<file path="config.mk">
export PLATFORM = sky130hd
export DESIGN_NAME = date_span_day_counter_top
export DESIGN_NICKNAME = d
export VERILOG_FILES = /design/src/hdl/dsdc_pkg.sv /design/src/hdl/date_span_day_counter_top.sv /design/src/hdl/dsdc_wday.sv /design/src/hdl/dsdc_seq.sv
export SDC_FILE = /design/constraint.sdc
export NUM_CORES = 1
export LEC_CHECK = 0
export BUFFER_PORTS_ARGS = -buffer_cell sky130_fd_sc_hd__buf_4
export CORE_UTILIZATION = 58
export DETAILED_ROUTE_END_ITERATION = 8
export GPL_TIMING_DRIVEN = 0
export PLACE_DENSITY = 0.76
export RECOVER_POWER = 100
export SYNTH_ARGS = -nofsm -noshare
export SYNTH_HDL_FRONTEND = slang
export SYNTH_HIERARCHICAL = 1
export SYNTH_SLANG_ARGS = --single-unit
</file>
<file path="constraint.sdc">
create_clock -name clk -period 10.3 [get_ports clk]
set_clock_uncertainty 0.05 [all_clocks]
set_input_delay 0.515 -clock clk [delete_from_list [all_inputs] [get_ports clk]]
set_output_delay 0.515 -clock clk [all_outputs]
set_load 0.01 [all_outputs]
</file>
<file path="src/hdl/dsdc_pkg.sv">
// Shared types, constants and calendar helper functions for the date span day counter.
// No dependencies; every module of the block imports this package.

package dsdc_pkg;

    // largest accepted year
    localparam int unsigned YEAR_MAX = 9999;

    typedef logic [4:0]  day_t;
    typedef logic [3:0]  month_t;
    typedef logic [13:0] year_t;
    typedef logic [21:0] count_t;
    typedef logic [2:0]  wday_t;

    // year first so that a packed compare orders dates on the calendar
    typedef struct packed {
        year_t  year;
        month_t month;
        day_t   day;
    } date_t;

    // configuration register indexes
    typedef enum logic [0:0] {
        REG_WEEKEND_MASK = 1'b0,
        REG_INCLUDE_END  = 1'b1
    } cfg_index_t;

    // one result word
    typedef struct packed {
        count_t total;
        count_t business;
        wday_t  start_wd;
        wday_t  end_wd;
        logic   status;
    } result_t;

    // sequencer status toward the top level
    typedef struct packed {
        logic idle;
        logic done;
    } seq_stat_t;

    // request into the weekday unit
    typedef struct packed {
        logic  valid;
        logic  tag;
        date_t date;
    } wd_req_t;

    // response from the weekday unit
    typedef struct packed {
        logic  valid;
        logic  tag;
        wday_t wd;
    } wd_rsp_t;

    // floor(x / 25) for x below 4096, reciprocal multiply
    function automatic logic [7:0] div25(input logic [11:0] x);
        logic [24:0] p;
        p = 25'(x) * 25'd5243;
        return p[24:17];
    endfunction

    // gregorian leap-year rule
    function automatic logic leap_year(input year_t y);
        logic [7:0]  c;
        logic [14:0] c100;
        logic        div100;
        c      = div25(y[13:2]);
        c100   = 15'(c) * 15'd100;
        div100 = (c100 == {1'b0, y});
        return ((y[1:0] == 2'd0) && !div100) || (div100 && (c[1:0] == 2'd0));
    endfunction

    // days in a month, zero for a month code outside the year
    function automatic day_t month_len(input month_t m, input year_t y);
        day_t len;
        case (m)
            4'd2:                           len = leap_year(y) ? 5'd29 : 5'd28;
            4'd4, 4'd6, 4'd9, 4'd11:        len = 5'd30;
            4'd1, 4'd3, 4'd5, 4'd7, 4'd8,
            4'd10, 4'd12:                   len = 5'd31;
            default:                        len = 5'd0;
        endcase
        return len;
    endfunction

    // date range check
    function automatic logic date_ok(input date_t dt);
        logic y_ok;
        logic m_ok;
        y_ok = (dt.year != '0) && (dt.year <= year_t'(YEAR_MAX));
        m_ok = (dt.month >= 4'd1) && (dt.month <= 4'd12);
        return y_ok && m_ok && (dt.day != '0) && (dt.day <= month_len(dt.month, dt.year));
    endfunction

    // floor(31 * mm / 12) for the shifted month mm = 1..12
    function automatic logic [4:0] month_term(input month_t mm);
        logic [4:0] t;
        case (mm)
            4'd1:    t = 5'd2;
            4'd2:    t = 5'd5;
            4'd3:    t = 5'd7;
            4'd4:    t = 5'd10;
            4'd5:    t = 5'd12;
            4'd6:    t = 5'd15;
            4'd7:    t = 5'd18;
            4'd8:    t = 5'd20;
            4'd9:    t = 5'd23;
            4'd10:   t = 5'd25;
            4'd11:   t = 5'd28;
            4'd12:   t = 5'd31;
            default: t = 5'd0;
        endcase
        return t;
    endfunction

endpackage

</file>
<file path="src/hdl/date_span_day_counter_top.sv">
// Usage:
//   Input channel (in_valid/in_ready) takes one word holding a start and an end date.
//   Output channel (out_valid/out_ready) returns one word per input word: day count,
//   business-day count, both weekdays (0 = Sunday) and a status bit for a bad date.
//   Configuration port: cfg_we with cfg_index 0 writes the weekend mask, index 1 the
//   include-end-day bit; write only while the block is idle.
// Timing:
//   the day-stepping loop in the sequencer advances one calendar day per cycle, so a result
//   takes longer the more days lie from start to end; a start not before the end steps no
//   days, and a bad date skips the weekday unit and the loop. The next word is taken in the
//   cycle after the previous result has moved to the output register; no new word is taken
//   while one is in progress.
// Reset:
//   clears all control state; the weekend mask returns to Friday and Saturday and the
//   end day is not counted.
// Stall:
//   when out_ready is low the result holds in the output register; the block can
//   still finish one more word and then waits with in_ready low.
// Depends on dsdc_pkg, dsdc_seq, dsdc_wday.

module date_span_day_counter_top
    import dsdc_pkg::*;
(
    input  logic       clk,
    input  logic       rst_n,
    input  logic       in_valid,
    output logic       in_ready,
    input  logic [4:0] start_day,
    input  logic [3:0] start_month,
    input  logic [13:0] start_year,
    input  logic [4:0] end_day,
    input  logic [3:0] end_month,
    input  logic [13:0] end_year,
    output logic       out_valid,
    input  logic       out_ready,
    output logic [21:0] total_days,
    output logic [21:0] business_days,
    output logic [2:0] start_weekday,
    output logic [2:0] end_weekday,
    output logic       status,
    input  logic       cfg_we,
    input  logic [0:0] cfg_index,
    input  logic [6:0] cfg_data
);

    logic [6:0] weekend_mask_reg;
    logic       include_end_reg;
    logic       out_valid_reg;
    result_t    out_reg;
    seq_stat_t  stat;
    result_t    seq_res;
    date_t      sdate;
    date_t      edate;
    logic       accept;
    logic       load;

    assign sdate    = '{year: start_year, month: start_month, day: start_day};
    assign edate    = '{year: end_year, month: end_month, day: end_day};
    assign in_ready = stat.idle;
    assign accept   = in_valid && stat.idle;
    assign load     = stat.done && (!out_valid_reg || out_ready);

    dsdc_seq u_seq (
        .clk             (clk),
        .rst_n           (rst_n),
        .start           (accept),
        .start_date      (sdate),
        .end_date        (edate),
        .weekend_mask    (weekend_mask_reg),
        .include_end_day (include_end_reg),
        .res_take        (load),
        .stat            (stat),
        .res             (seq_res)
    );

    // configuration registers
    always_ff @(posedge clk or negedge rst_n)
    begin
        if (!rst_n)
        begin
            weekend_mask_reg <= 7'd96;
            include_end_reg  <= 1'b0;
        end
        else if (cfg_we)
        begin
            case (cfg_index)
                REG_WEEKEND_MASK: weekend_mask_reg <= cfg_data;
                REG_INCLUDE_END:  include_end_reg  <= cfg_data[0];
                default:          weekend_mask_reg <= weekend_mask_reg;
            endcase
        end
    end

    // output word valid
    always_ff @(posedge clk or negedge rst_n)
    begin
        if (!rst_n)
        begin
            out_valid_reg <= 1'b0;
        end
        else if (load)
        begin
            out_valid_reg <= 1'b1;
        end
        else if (out_ready)
        begin
            out_valid_reg <= 1'b0;
        end
    end

    // output word payload
    always_ff @(posedge clk)
    begin
        if (load)
        begin
            out_reg <= seq_res;
        end
    end

    assign out_valid     = out_valid_reg;
    assign total_days    = out_reg.total;
    assign business_days = out_reg.business;
    assign start_weekday = out_reg.start_wd;
    assign end_weekday   = out_reg.end_wd;
    assign status        = out_reg.status;

endmodule

</file>
<file path="src/hdl/dsdc_wday.sv">
// Two-stage weekday unit, 0 = Sunday, shared by the start and end dates.
// Depends on dsdc_pkg.

module dsdc_wday
    import dsdc_pkg::*;
(
    input  logic    clk,
    input  logic    rst_n,
    input  wd_req_t req,
    output wd_rsp_t rsp
);

    logic        v1_reg;
    logic        tag1_reg;
    logic [14:0] sum_reg;
    logic        v2_reg;
    logic        tag2_reg;
    wday_t       wd_reg;

    logic        a;
    year_t       yy;
    month_t      mm;
    logic [7:0]  q100;
    logic [14:0] sum_next;
    logic [30:0] prod;
    logic [12:0] q7;
    logic [14:0] rem;

    // stage one: day sum of the weekday formula
    always_comb
    begin
        a        = (req.date.month <= 4'd2);
        yy       = req.date.year - year_t'(a);
        mm       = a ? (req.date.month + 4'd10) : (req.date.month - 4'd2);
        q100     = div25(yy[13:2]);
        sum_next = 15'(req.date.day) + 15'(yy) + 15'(yy[13:2]) - 15'(q100)
                   + 15'(q100[7:2]) + 15'(month_term(mm));
    end

    // stage two: modulo seven by reciprocal multiply
    always_comb
    begin
        prod = 31'(sum_reg) * 31'd37450;
        q7   = prod[30:18];
        rem  = sum_reg - 15'(q7) * 15'd7;
    end

    // control flops
    always_ff @(posedge clk or negedge rst_n)
    begin
        if (!rst_n)
        begin
            v1_reg <= 1'b0;
            v2_reg <= 1'b0;
        end
        else
        begin
            v1_reg <= req.valid;
            v2_reg <= v1_reg;
        end
    end

    // payload flops
    always_ff @(posedge clk)
    begin
        tag1_reg <= req.tag;
        sum_reg  <= sum_next;
        tag2_reg <= tag1_reg;
        wd_reg   <= rem[2:0];
    end

    assign rsp.valid = v2_reg;
    assign rsp.tag   = tag2_reg;
    assign rsp.wd    = wd_reg;

`ifndef SYNTHESIS
    a_wd_range: assert property (@(posedge clk) disable iff (!rst_n)
        v2_reg |-> (wd_reg <= 3'd6))
        else $error("weekday out of range");
    a_pipe_valid: assert property (@(posedge clk) disable iff (!rst_n)
        v1_reg |=> v2_reg)
        else $error("weekday stage lost a word");
    a_pipe_tag: assert property (@(posedge clk) disable iff (!rst_n)
        v1_reg |=> (tag2_reg == $past(tag1_reg)))
        else $error("weekday tag mixed up");
`endif

endmodule

</file>
<file path="src/hdl/dsdc_seq.sv">
// Sequencer: checks both dates; if valid, runs the weekday unit and steps one day per cycle.
// Depends on dsdc_pkg and dsdc_wday.

module dsdc_seq
    import dsdc_pkg::*;
(
    input  logic      clk,
    input  logic      rst_n,
    input  logic      start,
    input  date_t     start_date,
    input  date_t     end_date,
    input  logic [6:0] weekend_mask,
    input  logic      include_end_day,
    input  logic      res_take,
    output seq_stat_t stat,
    output result_t   res
);

    typedef enum logic [5:0] {
        S_IDLE   = 6'b000001,
        S_CHECK  = 6'b000010,
        S_WD_END = 6'b000100,
        S_WAIT   = 6'b001000,
        S_STEP   = 6'b010000,
        S_DONE   = 6'b100000
    } state_t;

    state_t  state_reg, state_next;
    date_t   sdate_reg, edate_reg;
    date_t   cur_reg, cur_next;
    wday_t   cur_wd_reg, cur_wd_next;
    wday_t   start_wd_reg, start_wd_next;
    wday_t   end_wd_reg, end_wd_next;
    count_t  total_reg, total_next;
    count_t  bus_reg, bus_next;
    logic    status_reg, status_next;
    wd_req_t wreq;
    wd_rsp_t wrsp;
    day_t    mlen;
    logic    dates_ok;

    dsdc_wday u_wday (
        .clk   (clk),
        .rst_n (rst_n),
        .req   (wreq),
        .rsp   (wrsp)
    );

    assign mlen     = month_len(cur_reg.month, cur_reg.year);
    assign dates_ok = date_ok(sdate_reg) && date_ok(edate_reg);

    // next state and datapath
    always_comb
    begin
        state_next    = state_reg;
        cur_next      = cur_reg;
        cur_wd_next   = cur_wd_reg;
        start_wd_next = start_wd_reg;
        end_wd_next   = end_wd_reg;
        total_next    = total_reg;
        bus_next      = bus_reg;
        status_next   = status_reg;
        wreq.valid    = 1'b0;
        wreq.tag      = 1'b0;
        wreq.date     = sdate_reg;

        // weekday results come back in issue order
        if (wrsp.valid)
        begin
            if (wrsp.tag)
            begin
                end_wd_next = wrsp.wd;
            end
            else
            begin
                start_wd_next = wrsp.wd;
                cur_wd_next   = wrsp.wd;
            end
        end

        case (state_reg)
            S_IDLE:
            begin
                if (start)
                begin
                    state_next = S_CHECK;
                end
            end
            S_CHECK:
            begin
                total_next    = '0;
                bus_next      = '0;
                start_wd_next = '0;
                end_wd_next   = '0;
                cur_next      = sdate_reg;
                status_next   = !dates_ok;
                if (dates_ok)
                begin
                    wreq.valid = 1'b1;
                    state_next = S_WD_END;
                end
                else
                begin
                    state_next = S_DONE;
                end
            end
            S_WD_END:
            begin
                wreq.valid = 1'b1;
                wreq.tag   = 1'b1;
                wreq.date  = edate_reg;
                state_next = S_WAIT;
            end
            S_WAIT:
            begin
                if (wrsp.valid && wrsp.tag)
                begin
                    state_next = S_STEP;
                end
            end
            S_STEP:
            begin
                if (cur_reg < edate_reg)
                begin
                    total_next  = total_reg + count_t'(1);
                    bus_next    = bus_reg + count_t'(!weekend_mask[cur_wd_reg]);
                    cur_wd_next = (cur_wd_reg == 3'd6) ? 3'd0 : (cur_wd_reg + 3'd1);
                    // advance one calendar day
                    if (cur_reg.day == mlen)
                    begin
                        cur_next.day = 5'd1;
                        if (cur_reg.month == 4'd12)
                        begin
                            cur_next.month = 4'd1;
                            cur_next.year  = cur_reg.year + year_t'(1);
                        end
                        else
                        begin
                            cur_next.month = cur_reg.month + 4'd1;
                        end
                    end
                    else
                    begin
                        cur_next.day = cur_reg.day + 5'd1;
                    end
                end
                else
                begin
                    total_next = total_reg + count_t'(include_end_day);
                    state_next = S_DONE;
                end
            end
            S_DONE:
            begin
                if (res_take)
                begin
                    state_next = S_IDLE;
                end
            end
            default:
            begin
                state_next = S_IDLE;
            end
        endcase
    end

    // control state
    always_ff @(posedge clk or negedge rst_n)
    begin
        if (!rst_n)
        begin
            state_reg <= S_IDLE;
        end
        else
        begin
            state_reg <= state_next;
        end
    end

    // working registers
    always_ff @(posedge clk)
    begin
        if (start && (state_reg == S_IDLE))
        begin
            sdate_reg <= start_date;
            edate_reg <= end_date;
        end
        cur_reg      <= cur_next;
        cur_wd_reg   <= cur_wd_next;
        start_wd_reg <= start_wd_next;
        end_wd_reg   <= end_wd_next;
        total_reg    <= total_next;
        bus_reg      <= bus_next;
        status_reg   <= status_next;
    end

    assign stat.idle    = (state_reg == S_IDLE);
    assign stat.done    = (state_reg == S_DONE);
    assign res.total    = total_reg;
    assign res.business = bus_reg;
    assign res.start_wd = start_wd_reg;
    assign res.end_wd   = end_wd_reg;
    assign res.status   = status_reg;

`ifndef SYNTHESIS
    a_state_onehot: assert property (@(posedge clk) disable iff (!rst_n)
        $onehot(state_reg))
        else $error("sequencer state not one-hot");
    a_bus_le_total: assert property (@(posedge clk) disable iff (!rst_n)
        (state_reg == S_DONE) |-> (bus_reg <= total_reg))
        else $error("business days exceed total days");
    a_invalid_zero: assert property (@(posedge clk) disable iff (!rst_n)
        ((state_reg == S_DONE) && status_reg) |->
            ((total_reg == '0) && (start_wd_reg == '0) && (end_wd_reg == '0)))
        else $error("invalid date gave nonzero result");
`endif

endmodule

</file>
== Word level (Yosys, flattened, before mapping) ==
Memory sizes are Yosys's and may differ from the RTL's.
Cells that the tools add are included.

* Register bits after elaboration: 211
* Bits in read-only memories: 80
* Word-level logic and storage cells: 215
* Memories kept: 1
* Bits in writable memories: 0
* Latch bits: 0

{| class="wikitable"
|+ Memory list
! memory !! words !! width !! rd ports !! clocked after memory_dff !! wr ports !! line !! RTL
|-
| (no name shown) || 16 || 5 || 1 || 0 || 0 || dsdc_pkg.sv:100 || <nowiki>case (mm)</nowiki>
|}

* Muxes and demuxes: 35
* Div/mod/pow operators: 0
* Shift-type cells: 0
* Reductions and logical operators: 57
* Bitwise gates (word level): 2
* Multipliers: 9
* Eq/ne operators: 54
* Add/sub/neg operators: 16
* $lt $le $gt $ge: 11

{| class="wikitable"
|+ Operator list
! cell !! count
|-
| 12-bit by 13-bit multiplier with 25-bit output (second input constant) || 4
|-
| 22-bit one-hot mux with 2 select lines || 2
|-
| 4-bit == test (second input constant) || 15
|-
| 4-bit by 3-bit == test with 1-bit output (second input constant) || 12
|-
| 23-bit one-hot mux with 2 select lines || 1
|-
| 15-bit by 14-bit == test with 1-bit output || 3
|-
| 5-bit one-hot mux with 3 select lines || 3
|-
| 22-bit by 1-bit adder with 22-bit output || 2
|-
| 22-bit 2-to-1 mux || 2
|-
| 8-bit by 5-bit multiplier with 13-bit output (second input constant) || 3
|-
| 6-bit one-hot mux with 6 select lines || 1
|-
| 15-bit by 15-bit multiplier with 30-bit output (second input constant) || 1
|-
| 6-bit 2-to-1 mux || 5
|-
| 14-bit <= comparator (second input constant) || 2
|-
| 14-bit nonzero test || 2
|-
| 4-bit by 2-bit == test with 1-bit output (second input constant) || 6
|-
| 24-bit 2-to-1 mux || 1
|-
| 23-bit < comparator || 1
|-
| 23-bit 2-to-1 mux || 1
|-
| 22-bit by 1-bit adder with 22-bit output (second input constant) || 1
|-
| 1-bit logical AND || 21
|-
| 7-bit OR reduction || 3
|-
| 18-bit 2-to-1 mux || 1
|-
| 15-bit by 12-bit adder with 15-bit output || 1
|-
| 46 further kinds || 90
|}

== Longest topological paths before layout ==
* Depth in word-level cells: 13
* Gate-level depth with buffers: 47
* Depth with buffers taken out: 46

== By module ==
The synthesis kept the hierarchy.

{| class="wikitable"
|+ Modules (own cells, without submodules)
! module !! area each (um^2) !! cells each !! times used !! sequential area each (um^2)
|-
| dsdc_seq || 17,361.7 || 1,756 || 1 || 3,754.9
|-
| dsdc_wday || 7,220.7 || 764 || 1 || 450.4
|-
| date_span_day_counter_top || 1,929.4 || 75 || 1 || 1,759.2
|}

== Least setup slack after synthesis ==
OpenSTA, ideal clock, no wires.

* Path type: flip-flop to flip-flop
* Start point: register u_seq.state_reg[1]
* End point: register u_seq.u_wday.sum_reg[12]
* Arrival: 10.773 ns
* Setup slack: -0.596 ns
* Setup time: 0.072 ns
* Buffers on the path: 1
* Period minus slack after synthesis: 10.896 ns
* Cell stages (with the launch flop): 39
* Required time: 10.178 ns
* Path through: dfrtp_1 > nor4_1 > nand3b_1 > clkbuf_1 > o21ai_0 > ha_1 > inv_1 > a211oi_1 > ha_1 > ha_1 > nor4bb_1 > xor2_1 > fa_1 > inv_1 > fa_1 > fa_1 > inv_1 > fa_1 > [3 not listed] > ha_1 > nand3_1 > nor4b_1 > and4b_1 > or2_2 > xnor2_1 > fa_1 > fa_1 > inv_1 > fa_1 > inv_1 > fa_1 > a211oi_1 > o21ai_0 > a21oi_1 > o21ai_0 > a21oi_1 > xnor2_1

{| class="wikitable"
|+ RTL lines
! element !! line !! RTL
|-
| start, declared || dsdc_seq.sv:28 || <nowiki>state_t state_reg, state_next;</nowiki>
|-
| start signal, assigned || dsdc_seq.sv:176 || <nowiki>state_reg <= state_next;</nowiki>
|-
| end signal, assigned || dsdc_wday.sv:67 || <nowiki>sum_reg <= sum_next;</nowiki>
|-
| end, declared || dsdc_wday.sv:15 || <nowiki>logic [14:0] sum_reg;</nowiki>
|}

==> impl_summary.log <==
[metrics] status: finished, violations left
[metrics] violations in the final reports: negative setup slack
[metrics] First DRT Iteration DRCs: between 1000 and 1500
[metrics] total wire length after detailed routing: around 64000 um
[metrics] Num Clock Sinks: 211
[metrics] GRT Total Usage: 27.6%
[metrics] top-area cell type share of the netlist area: ~27%
[metrics] Via Count: 19800
[metrics] worst-margin pin slew: 1.19 ns
[metrics] wire length of the first global-routing pass: roughly 100000 um
[metrics] RD Place Congestion: between 0.9 and 1
[metrics] end point of the worst hold path: u_seq/sdate_reg[22]
[metrics] type of the worst min-delay path: in -> reg
[metrics] normalized max-slew margin: approximately a fifth
[metrics] post-synthesis cell count: 2595
[metrics] basic-gate share of the synthesized area counting and, or, nand and nor cells: 8.83%
[metrics] Final Cycle Share: 101%
[metrics] vias per std cell: 5.74
[metrics] Syn Nets: 3471
[metrics] setup TNS: -0.235 ns
[metrics] number of warning messages in the yosys log: 6
[metrics] fraction of final layout cells sized beyond drive strength 1: between 10% and 20%
[metrics] Crit Path Max Fanout: 5
[metrics] biggest area contributors in the synthesized netlist: sky130_fd_sc_hd__ha_1 (27%), sky130_fd_sc_hd__edfxtp_1 (19%), sky130_fd_sc_hd__fa_1 (18%)
[metrics] worst setup path class: reg -> reg
[metrics] Die Height: 216 um
[metrics] antenna diode count: 0
[metrics] required time at the worst-slack endpoint: 10.68 ns
[metrics] type of destination of the critical path: flop
[metrics] die width: 216 um
[metrics] syn_area_per_cell: approximately 10 um^2
[metrics] largest stage delay on the critical path: roughly 0.57 ns
[metrics] worst hold start: start_year[13]
[metrics] total standard cell area after synthesis: ~27000 um^2
[metrics] drt wl/cell: 18.4 um
[metrics] combinational family with the most area after synthesis: adder cells
[metrics] Synth Area in Compound Gates: under 10%
[metrics] number of rows created at floorplan: 77
[metrics] number of ports placed on the die boundary: roughly 110
[metrics] Worst Setup Slack, final: -0.0824 ns
[metrics] synthesized flop and latch total: 211
[metrics] library cell with the largest summed area after synthesis: sky130_fd_sc_hd__ha_1
[metrics] Hold Vio Cnt, Final: 0
[metrics] number of max-slew violations in the final report: 0
[metrics] pin count of the biggest net entering global routing: 43
[metrics] port bufs: 111
[metrics] sum of routed wire segments on met1: between 20000 and 30000 um
[metrics] startpoint of the worst register-to-register path: u_seq/state_reg[1]
[metrics] remaining design rule violation count: 0
[metrics] count of endpoints failing setup in the final report: 4
[metrics] kind of launch point of the worst setup path: flop
[metrics] Post-Synth XOR/XNOR Area: 6.12%
[metrics] sequential cell area fraction in the yosys report: roughly 22%
[metrics] adder-cell area share of the yosys netlist: 45.2%
[metrics] Main synth FF type: sky130_fd_sc_hd__edfxtp_1
[metrics] top post-synthesis cells by count: sky130_fd_sc_hd__ha_1 (581), sky130_fd_sc_hd__inv_1 (535), sky130_fd_sc_hd__fa_1 (236), sky130_fd_sc_hd__edfxtp_1 (165), sky130_fd_sc_hd__nor2_1 (116)
[metrics] Bufs on Longest Clock Path: 3
[metrics] core box area: 44600 um^2
[metrics] core occupancy in the finished layout: 68.9%
[metrics] max_cap viols: 0
[metrics] Cell variety after synth: 85
[metrics] Worst Reg-to-Reg Cells: 44
[metrics] Critical Path Source: u_seq/state_reg[1]
[metrics] CTS root buf: sky130_fd_sc_hd__clkbuf_16
[metrics] number of synthesized flops with an enable pin: 165
[metrics] data arrival time at the worst-slack endpoint: 10.76 ns
[metrics] clock tree from TritonCTS: yes
[metrics] Final Critical Period: 10.38 ns
[metrics] die area: ~47000 um^2
[metrics] Achievable Freq: 96.3 MHz
[metrics] critical-path cell with the highest stage delay: sky130_fd_sc_hd__fa_1
[metrics] ys async rst share: 8.06%
[metrics] mux share of post-synthesis cell area: less than 1%
[metrics] most instantiated library cell after synthesis: sky130_fd_sc_hd__ha_1
[metrics] Starting Density: 59.4%
[metrics] Worst-path clk slew: around 0.060 ns
[metrics] HPWL after detailed placement: 48600 um
[metrics] Worst path top cell family by delay: adder cells
[metrics] amount of wire on met2 after detailed routing: 30800 um
[metrics] unrepaired setup endpoints after global routing: yes
[metrics] post-detailed-route count of antenna-violating nets: 0
[metrics] Worst Path Buf+Inv: 13
[metrics] routed wire length on met3: 4240 um
[metrics] overflow left after global routing: 0
[metrics] first-pass iteration count of the detailed router: 5
[metrics] Layout Area Growth over Synthesis: 16.0%
[metrics] FF-to-FF End: u_seq/u_wday/sum_reg[10]
[metrics] hold path depth: 1
[metrics] maximum level of the CTS H-tree: 1
[metrics] Top Layer Used: met5
[metrics] post-layout net count: 3722
[metrics] slack of the worst reg-to-reg path: -0.08 ns
[metrics] vias in the first global route: 21000
[metrics] number of CTS-inserted buffers: 25
[metrics] antenna violations before repair: 1
[metrics] clock insertion delay at the later pin of the skew report: 0.56 ns
[layout make-up]
class / instances / area [um^2]
multi-input combinational: 1825 / 19300
fill: 3218 / 13900
sequential: 211 / 5970
inverter: 536 / 2030
timing repair buffer: 226 / 1710
tap: 592 / 741
clock buffer: 34 / 723
buffer: 21 / 119
clock inverter: 12 / 118
[placed cells by master, fill, tap and decap left out, drive strengths merged, types with 26 or more instances in the layout]
| cell type | Yosys | routed |
|---|---|---|
| clkbuf | 17 | 97 |
| nand3 | 46 | 46 |
| o21ai | 91 | 91 |
| xor2 | 77 | 77 |
| a21o | 40 | 40 |
| a21oi | 94 | 94 |
| xnor2 | 103 | 103 |
| inv | 535 | 538 |
| nand4 | 26 | 26 |
| buf | 6 | 183 |
| nor2 | 117 | 117 |
| nand2 | 110 | 110 |
| edfxtp | 165 | 165 |
| dfxtp | 29 | 29 |
| fa | 236 | 236 |
| ha | 581 | 581 |
[layer usage]
| metal | track usage (%) | up-vias |
|---|---|---|
| met5 | 0 | - |
| met4 | 9.55 | 2 |
| met3 | 3.50 | 192 |
| met2 | 47.4 | 738 |
| met1 | 35.8 | 9631 |
| li1 | - | 9268 |
[timing repair]
action,CTS,global route
gates cloned,1,0
hold buffers,1,0
endpoints found under the hold margin,14,0
resized for setup,128,68
pin swaps,55,72
buffers inserted,43,71
setup endpoints to repair,30,38
[logic make-up (layout without fill, tap and decap cells)]
kind of cell               Yosys count  in the layout
buffers and inverters              559            829
xor gates and xnor gates           182            182
DFF                                211            211
muxes                               19             19
and+or+nand+nor                    459            459
adders and majority gates          817            817
AOI/OAI and AO/OA                  348            348
[through the flow]
step	setup WS (ns)	std cells	cell area, um^2	hold WS (ns)
final	-0.0824	3457	30800	0.0993
after detailed placement	-1.53	3300	28200	0.262
after global routing	-0.448	3457	30800	0.0920
after CTS	-0.0880	3387	30000	0.0609
after global placement	-1.31	3298	28200	0.260
after floorplan	0.0235	2595	26600	0.169
[worst max path at each step]
stage,endpoint,slack (ns),depth (start not counted)
after global routing,u_seq/u_wday/sum_reg[12],-0.45,43
after detailed placement,u_seq/u_wday/sum_reg[12],-1.53,43
after CTS,u_seq/u_wday/sum_reg[13],-0.09,40
final,u_seq/u_wday/sum_reg[10],-0.08,44
after global placement,u_seq/u_wday/sum_reg[12],-1.31,43
after floorplan,u_seq/u_wday/sum_reg[12],0.02,42
Power is not shown: default switching activity piles up to over one toggle a cycle in this logic, so the estimate is an artifact.
